### src/rtl/scp_pkg.sv
// Shared types and constants for the second-chance page replacement block.
`timescale 1ns / 1ps
package scp_pkg;

  localparam int SCP_MAX_ENTRIES = 16;
  localparam int SCP_PAGE_W      = 16;
  localparam int SCP_IDX_W       = $clog2(SCP_MAX_ENTRIES);
  localparam int SCP_CNT_W       = SCP_IDX_W + 1;
  localparam int SCP_CFG_W       = 5;
  localparam int SCP_CMP_W       = (SCP_CFG_W > SCP_CNT_W) ? SCP_CFG_W : SCP_CNT_W;
  localparam logic [SCP_CFG_W-1:0] SCP_CFG_RESET = SCP_CFG_W'(16);

  localparam int SCP_SLOT_W  = 4;
  localparam int SCP_TOTAL_W = 32;
  localparam logic [SCP_TOTAL_W-1:0] SCP_TOTAL_MAX = '1;

  localparam int SCP_IN_DATA_W  = ((SCP_PAGE_W + 7) / 8) * 8;
  localparam int SCP_OUT_BITS   = 1 + SCP_SLOT_W + 1 + SCP_PAGE_W + 2 * SCP_TOTAL_W;
  localparam int SCP_OUT_DATA_W = ((SCP_OUT_BITS + 7) / 8) * 8;

  typedef enum logic [1:0] {
    SCP_IDLE,
    SCP_LOOKUP,
    SCP_SCAN
  } scp_state_t;

  // per-cell command from the controller
  typedef struct packed {
    logic wr;       // load the requested page, valid, reference clear
    logic set_ref;  // hit: mark referenced
    logic clr_ref;  // scan: give a second chance
  } scp_cell_ctl_t;

  // values carried from cell to cell along the row
  typedef struct packed {
    logic                  hit_seen;
    logic                  free_seen;
    logic                  sel_ref;
    logic [SCP_PAGE_W-1:0] sel_tag;
  } scp_chain_t;

endpackage

### src/rtl/scp_cell.sv
// One table entry: tag, valid and reference bit, with its link in the priority chain.
`timescale 1ns / 1ps
module scp_cell (
  input  logic                          clk,
  input  logic                          rst_n,
  input  logic [scp_pkg::SCP_PAGE_W-1:0] page,
  input  logic                          active,
  input  logic                          sel,
  input  scp_pkg::scp_cell_ctl_t        ctl,
  input  scp_pkg::scp_chain_t           chain_in,
  output scp_pkg::scp_chain_t           chain_out,
  output logic                          hit_first,
  output logic                          free_first
);

  logic [scp_pkg::SCP_PAGE_W-1:0] tag_r;
  logic                           valid_r;
  logic                           ref_r;
  logic                           match;
  logic                           free;

  always_ff @(posedge clk) begin
    if (ctl.wr) begin
      tag_r <= page;
    end
  end

  always_ff @(posedge clk) begin
    if (!rst_n) begin
      valid_r <= 1'b0;
      ref_r   <= 1'b0;
    end else if (ctl.wr) begin
      valid_r <= 1'b1;
      ref_r   <= 1'b0;
    end else if (ctl.set_ref) begin
      ref_r <= 1'b1;
    end else if (ctl.clr_ref) begin
      ref_r <= 1'b0;
    end
  end

  assign match = active && valid_r && (tag_r == page);
  assign free  = active && !valid_r;

  // lowest cell wins: pass what was seen below on to the next cell
  assign hit_first  = match && !chain_in.hit_seen;
  assign free_first = free && !chain_in.free_seen;

  always_comb begin
    chain_out.hit_seen  = chain_in.hit_seen | match;
    chain_out.free_seen = chain_in.free_seen | free;
    chain_out.sel_ref   = chain_in.sel_ref | (sel & ref_r);
    chain_out.sel_tag   = chain_in.sel_tag | (sel ? tag_r : '0);
  end

endmodule

### src/rtl/second_chance_page_replacement_top.sv
// Top level: request control, clock hand and the row of table cells.
`timescale 1ns / 1ps
// Second-chance (clock) page replacement over a row of table cells. A request is
// taken into the page register, then matched in parallel along the cell row. A
// fault on a full table then steps the clock hand one entry per cycle, clearing
// set reference bits, until it finds a clear one. The result stays in an output
// register while the next request is accepted. The table size is cfg_wdata
// clamped to 1..16, written through cfg_we. The user must write it only while
// no request is pending; the block itself does not enforce this.
module second_chance_page_replacement_top (
  input  logic                                clk,
  input  logic                                rst_n,
  input  logic                                in_tvalid,
  output logic                                in_tready,
  // [15:0] page_number
  input  logic [scp_pkg::SCP_IN_DATA_W-1:0]   in_tdata,
  output logic                                out_tvalid,
  input  logic                                out_tready,
  // [0] hit, [4:1] slot, [5] evicted_valid, [21:6] evicted_page,
  // [53:22] fault_count, [85:54] request_count, [87:86] zero
  output logic [scp_pkg::SCP_OUT_DATA_W-1:0]  out_tdata,
  input  logic                                cfg_we,
  input  logic [scp_pkg::SCP_CFG_W-1:0]       cfg_wdata
);

  localparam int N  = scp_pkg::SCP_MAX_ENTRIES;
  localparam int IW = scp_pkg::SCP_IDX_W;
  localparam int CW = scp_pkg::SCP_CNT_W;
  localparam int PW = scp_pkg::SCP_PAGE_W;
  localparam int TW = scp_pkg::SCP_TOTAL_W;

  scp_pkg::scp_state_t state_r, state_nxt;
  logic [PW-1:0] page_r, page_nxt;
  logic [IW-1:0] hand_r, hand_nxt;
  logic [IW-1:0] scan_r, scan_nxt;
  logic [TW-1:0] faults_r, faults_nxt;
  logic [TW-1:0] reqs_r, reqs_nxt;
  logic [scp_pkg::SCP_CFG_W-1:0] cfg_r;

  logic                          out_valid_r, out_valid_nxt;
  logic                          out_hit_r, out_hit_nxt;
  logic [scp_pkg::SCP_SLOT_W-1:0] out_slot_r, out_slot_nxt;
  logic                          out_ev_r, out_ev_nxt;
  logic [PW-1:0]                 out_evp_r, out_evp_nxt;
  logic [TW-1:0]                 out_faults_r, out_faults_nxt;
  logic [TW-1:0]                 out_reqs_r, out_reqs_nxt;

  logic [scp_pkg::SCP_CMP_W-1:0] cfg_ext;
  logic [CW-1:0]                 n_w;
  logic [N-1:0]                  active;
  logic [N-1:0]                  sel;
  logic [N-1:0]                  hit_hot;
  logic [N-1:0]                  free_hot;
  logic [IW-1:0]                 hit_idx;
  logic [IW-1:0]                 free_idx;
  logic [IW-1:0]                 start_hand;
  logic [IW-1:0]                 cur_hand;
  logic [IW-1:0]                 next_hand;
  logic [CW-1:0]                 cur_plus;
  logic                          can_emit;

  scp_pkg::scp_cell_ctl_t ctl [N];
  scp_pkg::scp_chain_t    chain [N+1];

  // table size in use, clamped to 1..N
  always_comb begin
    cfg_ext = scp_pkg::SCP_CMP_W'(cfg_r);
    if (cfg_r == '0) begin
      n_w = CW'(1);
    end else if (cfg_ext > scp_pkg::SCP_CMP_W'(N)) begin
      n_w = CW'(N);
    end else begin
      n_w = CW'(cfg_ext);
    end
  end

  assign start_hand = (CW'(hand_r) >= n_w) ? '0 : hand_r;
  assign cur_hand   = (state_r == scp_pkg::SCP_SCAN) ? scan_r : start_hand;
  assign cur_plus   = CW'(cur_hand) + CW'(1);
  assign next_hand  = (cur_plus >= n_w) ? '0 : IW'(cur_plus);

  assign chain[0] = '0;

  for (genvar i = 0; i < N; i++) begin : g_cell
    assign active[i] = (CW'(i) < n_w);
    assign sel[i]    = (cur_hand == IW'(i));
    scp_cell u_cell (
      .clk        (clk),
      .rst_n      (rst_n),
      .page       (page_r),
      .active     (active[i]),
      .sel        (sel[i]),
      .ctl        (ctl[i]),
      .chain_in   (chain[i]),
      .chain_out  (chain[i+1]),
      .hit_first  (hit_hot[i]),
      .free_first (free_hot[i])
    );
  end

  always_comb begin
    hit_idx  = '0;
    free_idx = '0;
    for (int i = 0; i < N; i++) begin
      if (hit_hot[i]) hit_idx = hit_idx | IW'(i);
      if (free_hot[i]) free_idx = free_idx | IW'(i);
    end
  end

  assign can_emit = !out_valid_r || out_tready;

  always_comb begin
    state_nxt      = state_r;
    page_nxt       = page_r;
    hand_nxt       = hand_r;
    scan_nxt       = scan_r;
    faults_nxt     = faults_r;
    reqs_nxt       = reqs_r;
    out_valid_nxt  = out_valid_r && !out_tready;
    out_hit_nxt    = out_hit_r;
    out_slot_nxt   = out_slot_r;
    out_ev_nxt     = out_ev_r;
    out_evp_nxt    = out_evp_r;
    out_faults_nxt = out_faults_r;
    out_reqs_nxt   = out_reqs_r;
    in_tready      = 1'b0;
    for (int i = 0; i < N; i++) begin
      ctl[i] = '0;
    end

    case (state_r)
      scp_pkg::SCP_IDLE: begin
        in_tready = 1'b1;
        if (in_tvalid) begin
          page_nxt  = in_tdata[PW-1:0];
          state_nxt = scp_pkg::SCP_LOOKUP;
        end
      end
      scp_pkg::SCP_LOOKUP: begin
        if (chain[N].hit_seen || chain[N].free_seen) begin
          if (can_emit) begin
            reqs_nxt = (reqs_r == scp_pkg::SCP_TOTAL_MAX) ? reqs_r : reqs_r + TW'(1);
            out_valid_nxt = 1'b1;
            out_ev_nxt    = 1'b0;
            out_evp_nxt   = '0;
            out_reqs_nxt  = reqs_nxt;
            if (chain[N].hit_seen) begin
              for (int i = 0; i < N; i++) begin
                ctl[i].set_ref = hit_hot[i];
              end
              out_hit_nxt  = 1'b1;
              out_slot_nxt = scp_pkg::SCP_SLOT_W'(hit_idx);
            end else begin
              for (int i = 0; i < N; i++) begin
                ctl[i].wr = free_hot[i];
              end
              faults_nxt = (faults_r == scp_pkg::SCP_TOTAL_MAX) ?
                           faults_r : faults_r + TW'(1);
              out_hit_nxt  = 1'b0;
              out_slot_nxt = scp_pkg::SCP_SLOT_W'(free_idx);
            end
            out_faults_nxt = faults_nxt;
            state_nxt      = scp_pkg::SCP_IDLE;
          end
        end else begin
          scan_nxt  = start_hand;
          state_nxt = scp_pkg::SCP_SCAN;
        end
      end
      scp_pkg::SCP_SCAN: begin
        if (chain[N].sel_ref) begin
          // second chance: clear and move on
          for (int i = 0; i < N; i++) begin
            ctl[i].clr_ref = sel[i];
          end
          scan_nxt = next_hand;
        end else if (can_emit) begin
          for (int i = 0; i < N; i++) begin
            ctl[i].wr = sel[i];
          end
          hand_nxt   = next_hand;
          faults_nxt = (faults_r == scp_pkg::SCP_TOTAL_MAX) ? faults_r : faults_r + TW'(1);
          reqs_nxt   = (reqs_r == scp_pkg::SCP_TOTAL_MAX) ? reqs_r : reqs_r + TW'(1);
          out_valid_nxt  = 1'b1;
          out_hit_nxt    = 1'b0;
          out_slot_nxt   = scp_pkg::SCP_SLOT_W'(scan_r);
          out_ev_nxt     = 1'b1;
          out_evp_nxt    = chain[N].sel_tag;
          out_faults_nxt = faults_nxt;
          out_reqs_nxt   = reqs_nxt;
          state_nxt      = scp_pkg::SCP_IDLE;
        end
      end
      default: begin
        state_nxt = scp_pkg::SCP_IDLE;
      end
    endcase
  end

  always_ff @(posedge clk) begin
    if (!rst_n) begin
      state_r     <= scp_pkg::SCP_IDLE;
      hand_r      <= '0;
      scan_r      <= '0;
      faults_r    <= '0;
      reqs_r      <= '0;
      cfg_r       <= scp_pkg::SCP_CFG_RESET;
      out_valid_r <= 1'b0;
    end else begin
      state_r     <= state_nxt;
      hand_r      <= hand_nxt;
      scan_r      <= scan_nxt;
      faults_r    <= faults_nxt;
      reqs_r      <= reqs_nxt;
      out_valid_r <= out_valid_nxt;
      if (cfg_we) begin
        cfg_r <= cfg_wdata;
      end
    end
  end

  always_ff @(posedge clk) begin
    page_r       <= page_nxt;
    out_hit_r    <= out_hit_nxt;
    out_slot_r   <= out_slot_nxt;
    out_ev_r     <= out_ev_nxt;
    out_evp_r    <= out_evp_nxt;
    out_faults_r <= out_faults_nxt;
    out_reqs_r   <= out_reqs_nxt;
  end

  assign out_tvalid = out_valid_r;
  assign out_tdata  = scp_pkg::SCP_OUT_DATA_W'({out_reqs_r, out_faults_r, out_evp_r,
                                                out_ev_r, out_slot_r, out_hit_r});

endmodule

### config.mk
export PLATFORM = sky130hd
export DESIGN_NAME = second_chance_page_replacement_top
export DESIGN_NICKNAME = d
export VERILOG_FILES = /design/src/rtl/scp_pkg.sv /design/src/rtl/scp_cell.sv /design/src/rtl/second_chance_page_replacement_top.sv
export SDC_FILE = /design/constraint.sdc
export NUM_CORES = 1
export LEC_CHECK = 0
export ABC_AREA = 1
export BUFFER_PORTS_ARGS = -buffer_cell sky130_fd_sc_hd__buf_2
export CAP_MARGIN = 20
export CORE_ASPECT_RATIO = 2
export CORE_UTILIZATION = 63
export DETAILED_ROUTE_END_ITERATION = 16
export GPL_TIMING_DRIVEN = 0
export PLACE_DENSITY = 0.78
export SLEW_MARGIN = 20
export SYNTH_ARGS = -nofsm -noshare
export SYNTH_HDL_FRONTEND = slang
export SYNTH_SLANG_ARGS = --single-unit
### constraint.sdc
create_clock -name clk -period 5.58 [get_ports clk]
set_clock_uncertainty 0.1 [all_clocks]
set_input_delay 1.116 -clock clk [delete_from_list [all_inputs] [get_ports clk]]
set_output_delay 1.116 -clock clk [all_outputs]
set_load 0.01 [all_outputs]
==> metrics.txt, run 1 <==
Area contributors post-synth edfxtp_1 (39%), nand2_1 (10%), dfxtp_1 (8.2%), inv_1 (6.9%), nor2_1 (6.6%); prevailing post-synth register cell edfxtp_1; xor/xnor share of the synthesized area between 3 and 4%; Post-Synth Simple-Gate Area 30.2%; first-pass GRT wire length roughly 200 mm; register bit total from synthesis 470; failing step 5_1_grt; register area share after synthesis a little under half; largest net degree at the start of global routing 42; GP Congestion between 1 and 1.5; chip width ~150 um; GR Util All Layers slightly above 60%; Starting Density a little under two thirds; Synth top cells by count nand2_1 (752), inv_1 (502), nor2_1 (479); Die Height between 200 and 300 um; setup bufs post-CTS 0; adder-cell share of the synthesized area less than 1%; syn_area_per_cell 7.88 um^2; Synth Area in Compound Gates between 8 and 9%; Post-synth ARST share 0%; Ports around 120; Row Count between 100 and 150; Max H-tree Level 2; count of different cell masters after synthesis 58; mux cell area share after synthesis 0%; clk sink count 470; status did not finish; Placed Instance Area around 0.028 mm^2; most common cell in the netlist nand2_1; total CTS buffers 43; Clock Tree Root clkbuf_16; Halt Reason [ERROR GRT-0116] Global routing finished with congestion. Check the congestion regions in the DRC Viewer.; clk buf depth 3; port bufs 112; Gate Count Post-Synth ~3500; DP HPWL between 90 and 100 mm; hold buffer count at cts 0; post-synthesis cell area approximately 0.027 mm^2; Post-synth EDFFs ~360; area leader, netlist edfxtp_1; Synth top area share 39.5%; largest family of logic cells by synthesized area simple AND/OR/NAND/NOR gates; Overflow after GRT around 310; Synth Warn # 0; vias in the first global route slightly above 30000
[metrics by stage]
stage	setup TNS, ns	instances	setup slack [ns]	utilization (%)
after floorplan	0	3454	1.50	-
after global placement	-17.12	4111	-0.296	66.9
after detailed placement	-0.551	4112	-0.0386	66.9
after CTS	0	4190	0.00284	70.4
[cell families after synthesis]
group / Yosys count
adders and majority gates: 15
xor gates and xnor gates: 100
DFF: 470
other: 1
and+or+nand+nor: 1837
AOI/OAI and AO/OA: 395
buffers and inverters: 635
[timing repair]
item | in CTS
endpoints found under the setup margin | 30
resized for setup | 2
pin swaps | 0
[layer usage]
layer	track usage, %	overflow
met4	69.4	115
met3	29.4	1
met2	89.3	193
met1	62.5	2
met5	2.73	0
==> run 2: changes to the inputs <==
--- a/config.mk
+++ b/config.mk
@@ -8,11 +8,10 @@
 export ABC_AREA = 1
 export BUFFER_PORTS_ARGS = -buffer_cell sky130_fd_sc_hd__buf_2
 export CAP_MARGIN = 20
-export CORE_ASPECT_RATIO = 2
-export CORE_UTILIZATION = 63
+export CORE_UTILIZATION = 40
 export DETAILED_ROUTE_END_ITERATION = 16
 export GPL_TIMING_DRIVEN = 0
-export PLACE_DENSITY = 0.78
+export PLACE_DENSITY_LB_ADDON = 0.15
 export SLEW_MARGIN = 20
 export SYNTH_ARGS = -nofsm -noshare
 export SYNTH_HDL_FRONTEND = slang
==> metrics.txt, run 2 <==
PD cells around 280 mW/mm^2; Min Clock Period, post-route roughly 5.6 ns; Post-synth EDFFs 358 (unchanged); Worst Slack Setup Final slightly below 0.02 ns; max cap viols 0; post-synthesis cell area 0.0272 mm^2 (unchanged); GP Congestion 1.11 (-9.1%); Seq pwr share 45.4%; Fmax roughly 0.18 GHz; largest fanout on the critical path 10; most common cell in the netlist nand2_1; clk buf depth 3 (unchanged); Peak VDD IR 0.213 mV; antenna violation net count after detailed routing 0; r2r startpoint cfg_ext[4]; Critical Path Start Type register; switching pwr 2470 uW; Rel. slew slack between 20% and 30%; DRC viols 0; Post-synth ARST share 0% (unchanged); metal3 WL about 16 mm; initial drt markers around 3800; switching portion of total power approximately 28%; Max H-tree Level 2 (unchanged); Lkg Pwr approximately 0.013 uW; worst-margin pin slew about 1.2 ns; Setup TNS 0 ns; Setup CP Type reg -> reg; total CTS buffers 55 (+28%); average wire per standard cell a little under 30 um; Met1 Wirelength around 54 mm; Starting Density 40.5% (-23 points); Hold EP scan_r[3]; Layout Cells excl Fill ~4600; combinational share of power 11.9%; Die Height 263 um (-11%); chip width 263 um (+76%); clk sink count 470 (unchanged); Ports 116 (unchanged); setup violators final 0; DP HPWL 102 mm (+8.5%); Placed Cells 4450 (+8.2%); core box area 0.0673 mm^2; Largest stage delay, worst path a little over 0.9 ns; pre-CTS setup slack -0.422 ns (-0.384 ns); TritonCTS clock tree built; hold buffer count at cts 0 (unchanged); Placed Instance Area 0.0291 mm^2 (+2.1%); most frequent cells in the layout nand2_1 (752), inv_1 (486), nor2_1 (479); ratio of final minimum period to clock period approximately 100%; cell-internal power about 6400 uW; final WL approximately 130 mm; Clock Tree Root clkbuf_16; status finished clean; clock network power share between 40% and 50%; max reg flops 256; Final Hold Fails 0; Clock Latency Late Sink around 0.63 ns; Reg2Reg Setup Slack around 0.019 ns; DRT Pass-1 Iters 6; area leader, netlist edfxtp_1; Crit path required time just under 6 ns; GR Util All Layers about 38%; Worst path slowest cell clkdlybuf4s15_1; commonest non-fill, non-tap cell in the layout nand2_1; class of the worst hold path reg -> reg; Worst-path clk slew approximately 0.060 ns; Synth Warn # 0 (unchanged); register area share after synthesis 47.7% (unchanged); syn_area_per_cell 7.88 um^2 (unchanged); CP arrival approximately 5.8 ns; CP endpoint kind register; # nets final between 3000 and 4000; first-pass GRT wire length 184 mm; Synth top cells by count nand2_1 (752), inv_1 (502), nor2_1 (479); CP Launch Point cfg_ext[4]; Row Count 95 (-11%); top sig layer met5; Hold Path Depth 2; prevailing post-synth register cell edfxtp_1; Area contributors post-synth edfxtp_1 (39%), nand2_1 (10%), dfxtp_1 (8.2%), inv_1 (6.9%), nor2_1 (6.6%); initial antenna violation count 10; Layout area overhead 15.3%; Die ar. 0.0691 mm^2; Crit path top cell by count inv_1; largest net degree at the start of global routing 42; metal2 WL 56.8 mm; routed vias between 20000 and 30000; cell area after layout ~0.031 mm^2; crit-path cells nor2_4 -> nand2_2 -> inv_1 -> a21oi_2 -> inv_1 -> ha_1 -> o21ai_1 -> o211ai_1 -> inv_2 -> nand3_1 -> nand2_1 -> nor2_2 -> nand3_2 -> clkdlybuf4s15_1 -> o22ai_1 -> a21oi_1 -> nand3_1 -> o21ai_0 -> inv_1; vias in the first global route around 25000; Reg-to-Reg End out_evp_r[8]; cell count of the worst reg-to-reg path 19; Synth top area share 39.5% (unchanged); Gate Count Post-Synth 3453 (unchanged); RSZ-0062 raised after global routing no; count of different cell masters after synthesis 58 (unchanged); Overflow after GRT 0; Top reg by flops g_cell.u_cell.tag_r; port bufs 112 (unchanged); Slew Viols, Final 0; layout cell share with drive strength beyond 1 about 11%; HP Start scan_r[3]; register bit total from synthesis 470 (unchanged); post-DR vias/cell between 5 and 6; Layout Utilization between 40% and 50%
-- run 2: how the worst max path moves through the flow --
stage / to / slack [ns] / depth (start not counted)
6_report: out_evp_r[8] / 0.02 / 19
5_1_grt: g_cell[1].u_cell.tag_r[1] / 0.0005 / 23
4_1_cts: g_cell[4].u_cell.tag_r[9] / 0.03 / 18
3_5_place_dp: g_cell[0].u_cell.tag_r[4] / -0.42 / 16
3_3_place_gp: out_evp_r[1] / -1.49 / 15
2_1_floorplan: out_ev_r / 1.50 / 24
-- run 2: worst max-delay path, delay by kind of cell (launching register included) --
family	cells	cell delay, ns
fa+ha+maj	1	0.27
buf+inv	5	1.39
simple gates	7	1.21
flops	1	0.50
compound gates	6	1.80
-- run 2: power groups by stage --
stage	combinational [uW]	sequential [uW]	clock (uW)
after floorplan	531	4080	0
after global placement	924	4140	0
after detailed placement	959	4110	0
after CTS	1010	4010	3790
after global routing	1110	4020	3930
final	1050	4010	3770
-- run 2: logic make-up after synthesis --
kind of cell | Yosys count | synth area share, %
xor+xnor | 100 | 3.36
simple gates | 1837 | 30.2
compound gates | 395 | 8.67
other cells | 1 | 0.0138
buf+inv | 635 | 9.31
fa+ha+maj | 15 | 0.689
flops | 470 | 47.7
-- run 2: stage by stage --
stage          total power, uW  hold WS (ns)
3_3_place_gp              5060         0.336
2_1_floorplan             4620         0.324
6_report                  8830         0.349
4_1_cts                   8820         0.351
5_1_grt                   9060         0.377
3_5_place_dp              5070         0.343
-- run 2: area by class of cell --
class	count	area (um^2)
clock buffers	70	1510
inverters	528	2050
flip-flops and latches	470	13000
diodes	4	10.0
multi-input cells	2349	11700
plain buffers	106	578
clock inverters	32	310
fillers	6728	35900
well taps	873	1090
repair buffers	150	1120
-- run 2: what timing repair did --
item                                    in CTS  in global routing
endpoints found under the setup margin     356                347
resized for setup                           17                 23
buffers inserted                            15                 12
-- run 2: routing by layer --
layer  vias up  global-route usage, %
met4         4                   18.8
met1     12900                   50.7
met2      1677                   57.0
met3       368                   9.52
li1      12000                      -
met5         -                      0
No activity file was read; power rests on OpenSTA's default activity.
==> run 3: changes to the inputs <==
--- a/config.mk
+++ b/config.mk
@@ -12,6 +12,7 @@
 export DETAILED_ROUTE_END_ITERATION = 16
 export GPL_TIMING_DRIVEN = 0
 export PLACE_DENSITY_LB_ADDON = 0.15
+export RECOVER_POWER = 50
 export SLEW_MARGIN = 20
 export SYNTH_ARGS = -nofsm -noshare
 export SYNTH_HDL_FRONTEND = slang
==> metrics.txt, run 3 (same netlist as run 2, synthesis figures left out) <==
HP Start scan_r[3]; GR Util All Layers 37.9% (unchanged); Overflow after GRT 0 (unchanged); worst-margin pin slew 1.63 ns (+0.441 ns); GRT busiest layer met2; core box area 0.0673 mm^2 (unchanged); chip width 263 um (unchanged); cell class contributing the biggest share of worst-path delay simple AND/OR/NAND/NOR gates; DRC viols 0 (unchanged); met1 usage 50.7% (unchanged); initial drt markers 3594 (-5.7%); cell count of the worst reg-to-reg path 24 (+5); Setup CP Type reg -> reg; first-pass GRT wire length 184 mm (unchanged); cell area after layout 0.0311 mm^2 (-0.80%); Worst path slowest cell clkbuf_1; failing checks max-capacitance violations, max-slew violations, negative setup slack; Peak VDD IR 0.211 mV (-0.69%); Hold EP scan_r[3]; # nets final 3701 (unchanged); Die Height 263 um (unchanged); final WL 134 mm (+0.11%); Top reg by flops g_cell.u_cell.tag_r; setup violators final 30 (+30); Layout area overhead 14.4%; Row Count 95 (unchanged); CP arrival 5.77 ns (-0.04 ns); commonest non-fill, non-tap cell in the layout nand2_1; Layout Utilization 46.3% (-0.37 points); max reg flops 256 (unchanged); Worst-path clk slew 0.06 ns (about the same); met3 Use GR 9.52% (unchanged); Lkg Pwr 0.0126 uW (-2.6%); crit-path cells clkbuf_1 -> buf_8 -> inv_1 -> buf_2 -> nand2_1 -> nand2_1 -> nor2_1 -> nand2_1 -> nor2_1 -> nand3_1 -> nand4_2 -> nor2_2 -> nand4_2 -> nor2_2 -> nand4_2 -> nor2_4 -> nand4_4 -> inv_2 -> nand2_1 -> buf_2 -> nand4_1 -> nand2_1 -> nand2_1 -> clkinvlp_4; status finished, violations left; max cap viols 1 (+1); CP endpoint kind register; Ports 116 (unchanged); Final Hold Fails 0 (unchanged); largest net degree at the start of global routing 42 (unchanged); Reg-to-Reg End g_cell[9].u_cell.tag_r[11]; clk sink count 470 (unchanged); initial antenna violation count 10 (unchanged); Setup TNS -0.118 ns (-0.118 ns); clk buf depth 3 (unchanged); Seq pwr share 45.5% (about the same); GP Congestion 1.11 (unchanged); Crit path top cell by count nand2_1; DP HPWL 102 mm (unchanged); Placed Instance Area 0.0291 mm^2 (unchanged); combinational share of power 11.7% (-0.2 points); switching portion of total power 28.1% (+0.13 points); class of the worst hold path reg -> reg; Max H-tree Level 2 (unchanged); port bufs 112 (unchanged); Fmax 0.179 GHz (-0.51%); Worst Slack Setup Final -0.00884 ns (-0.0283 ns); Hold Worst Slack 0.353 ns (+0.00411 ns); PD cells 283 mW/mm^2 (+0.64%); TritonCTS clock tree built; antenna violation net count after detailed routing 0 (unchanged); Reg2Reg Setup Slack -0.009 ns (-0.03 ns); cell-internal power 6340 uW (-0.34%); routed vias 27000 (-0.011%); Clock Tree Root clkbuf_16; Slew Viols, Final 17 (+17); r2r startpoint page_r[9]; Min Clock Period, post-route 5.59 ns (+0.0283 ns); Clock Latency Late Sink 0.64 ns (about the same); most frequent cells in the layout nand2_1 (754), inv_1 (487), nor2_1 (483); ratio of final minimum period to clock period 100% (+0.51 points); Die ar. 0.0691 mm^2 (unchanged); Starting Density 40.5% (unchanged); Critical Path Start Type register; Rel. slew slack -8.58% (-29 points); Crit path required time 5.77 ns (-0.06 ns); RSZ-0062 raised after global routing no; Largest stage delay, worst path 0.76 ns (-0.15 ns); met2 Track Usage GR 57.0% (unchanged); Hold Path Depth 2 (unchanged); post-DR vias/cell 5.89 (about the same); average wire per standard cell 29.3 um (+0.11%); switching pwr 2470 uW (+0.30%); DRT Pass-1 Iters 9 (+3); Worst Path Buf+Inv 7 (+2); layout cell share with drive strength beyond 1 8.12% (-3.0 points); total CTS buffers 55 (unchanged); vias in the first global route 24900 (unchanged); largest fanout on the critical path 17 (+7); clock network power share 42.8% (about the same)
==> run 3: cell types whose count changed in the layout (fill, tap and decap cells not counted), moves of 2 or more <==
cell	before	now
nand2_1	752	754
buf_2	150	61
nor2_2	17	13
buf_4	33	22
buf_12	14	11
nor2_1	479	483
nand2_4	3	1
clkbuf_1	43	147
==> run 3: power groups by stage <==
stage                     clock (uW)  combinational (uW)  sequential (uW)
after global placement             0                 924             4140
final                           3770                1030             4010
after detailed placement           0                 959             4110
after CTS                       3790                1010             4010
after global routing            3930                1090             4020
after floorplan                    0                 531             4080
==> run 3: per-layer routing <==
layer  up-vias  wire length [um]  part of all wire (%)
met1     13000             54700                    41
met4         4              7800                   5.8
met5         -                33                 0.025
li1      12000                 -                     -
met2      1597             56900                    42
met3       370             14800                    11
==> run 3: timing repair <==
| item | CTS | global route |
|---|---|---|
| hold buffers | 0 | 0 |
| setup buffers | 15 | 12 |
| setup endpoints to repair | 356 | 347 |
| gates resized for setup | 17 | 23 |
| gates cloned | 0 | 0 |
==> run 3: final cells by class <==
type | count | area, um^2
fillers | 6795 | 36100
flip-flops and latches | 470 | 13000
multi-input cells | 2349 | 11700
inverters | 528 | 2050
clock buffers | 70 | 1510
well taps | 873 | 1090
repair buffers | 150 | 911
plain buffers | 106 | 572
clock inverters | 32 | 310
diodes | 4 | 10.0
==> run 3: worst max path at each step <==
stage	from	slack (ns)	endpoint	cells past startpoint
floorplan	cfg_ext[4]	1.50	out_ev_r	24
global placement	page_r[5]	-1.49	out_evp_r[1]	15
detailed placement	page_r[3]	-0.42	g_cell[0].u_cell.tag_r[4]	16
CTS	page_r[5]	0.03	g_cell[4].u_cell.tag_r[9]	18
global route	page_r[0]	0.003	faults_r[30]	23
finish	page_r[9]	-0.009	g_cell[9].u_cell.tag_r[11]	24
==> run 3: per-stage QoR <==
step | instances | worst slack (ns) | total power, uW
6_report | 4582 | -0.00884 | 8820
5_1_grt | 4579 | 0.00316 | 9040
4_1_cts | 4567 | 0.0256 | 8820
3_5_place_dp | 4450 | -0.422 | 5070
3_3_place_gp | 4439 | -1.49 | 5060
2_1_floorplan | 3454 | 1.50 | 4620
==> run 3: worst reg2reg max path, cell delays in order (launching register included) <==
cell,delay [ns]
edfxtp_1,0.50
clkbuf_1,0.76
buf_8,0.26
inv_1,0.08
buf_2,0.26
nand2_1,0.15
nand2_1,0.08
nor2_1,0.25
nand2_1,0.09
nor2_1,0.38
nand3_1,0.30
nand4_2,0.19
nor2_2,0.06
nand4_2,0.17
nor2_2,0.08
nand4_2,0.15
nor2_4,0.07
nand4_4,0.11
inv_2,0.09
nand2_1,0.09
buf_2,0.23
nand4_1,0.16
nand2_1,0.11
nand2_1,0.12
clkinvlp_4,0.40
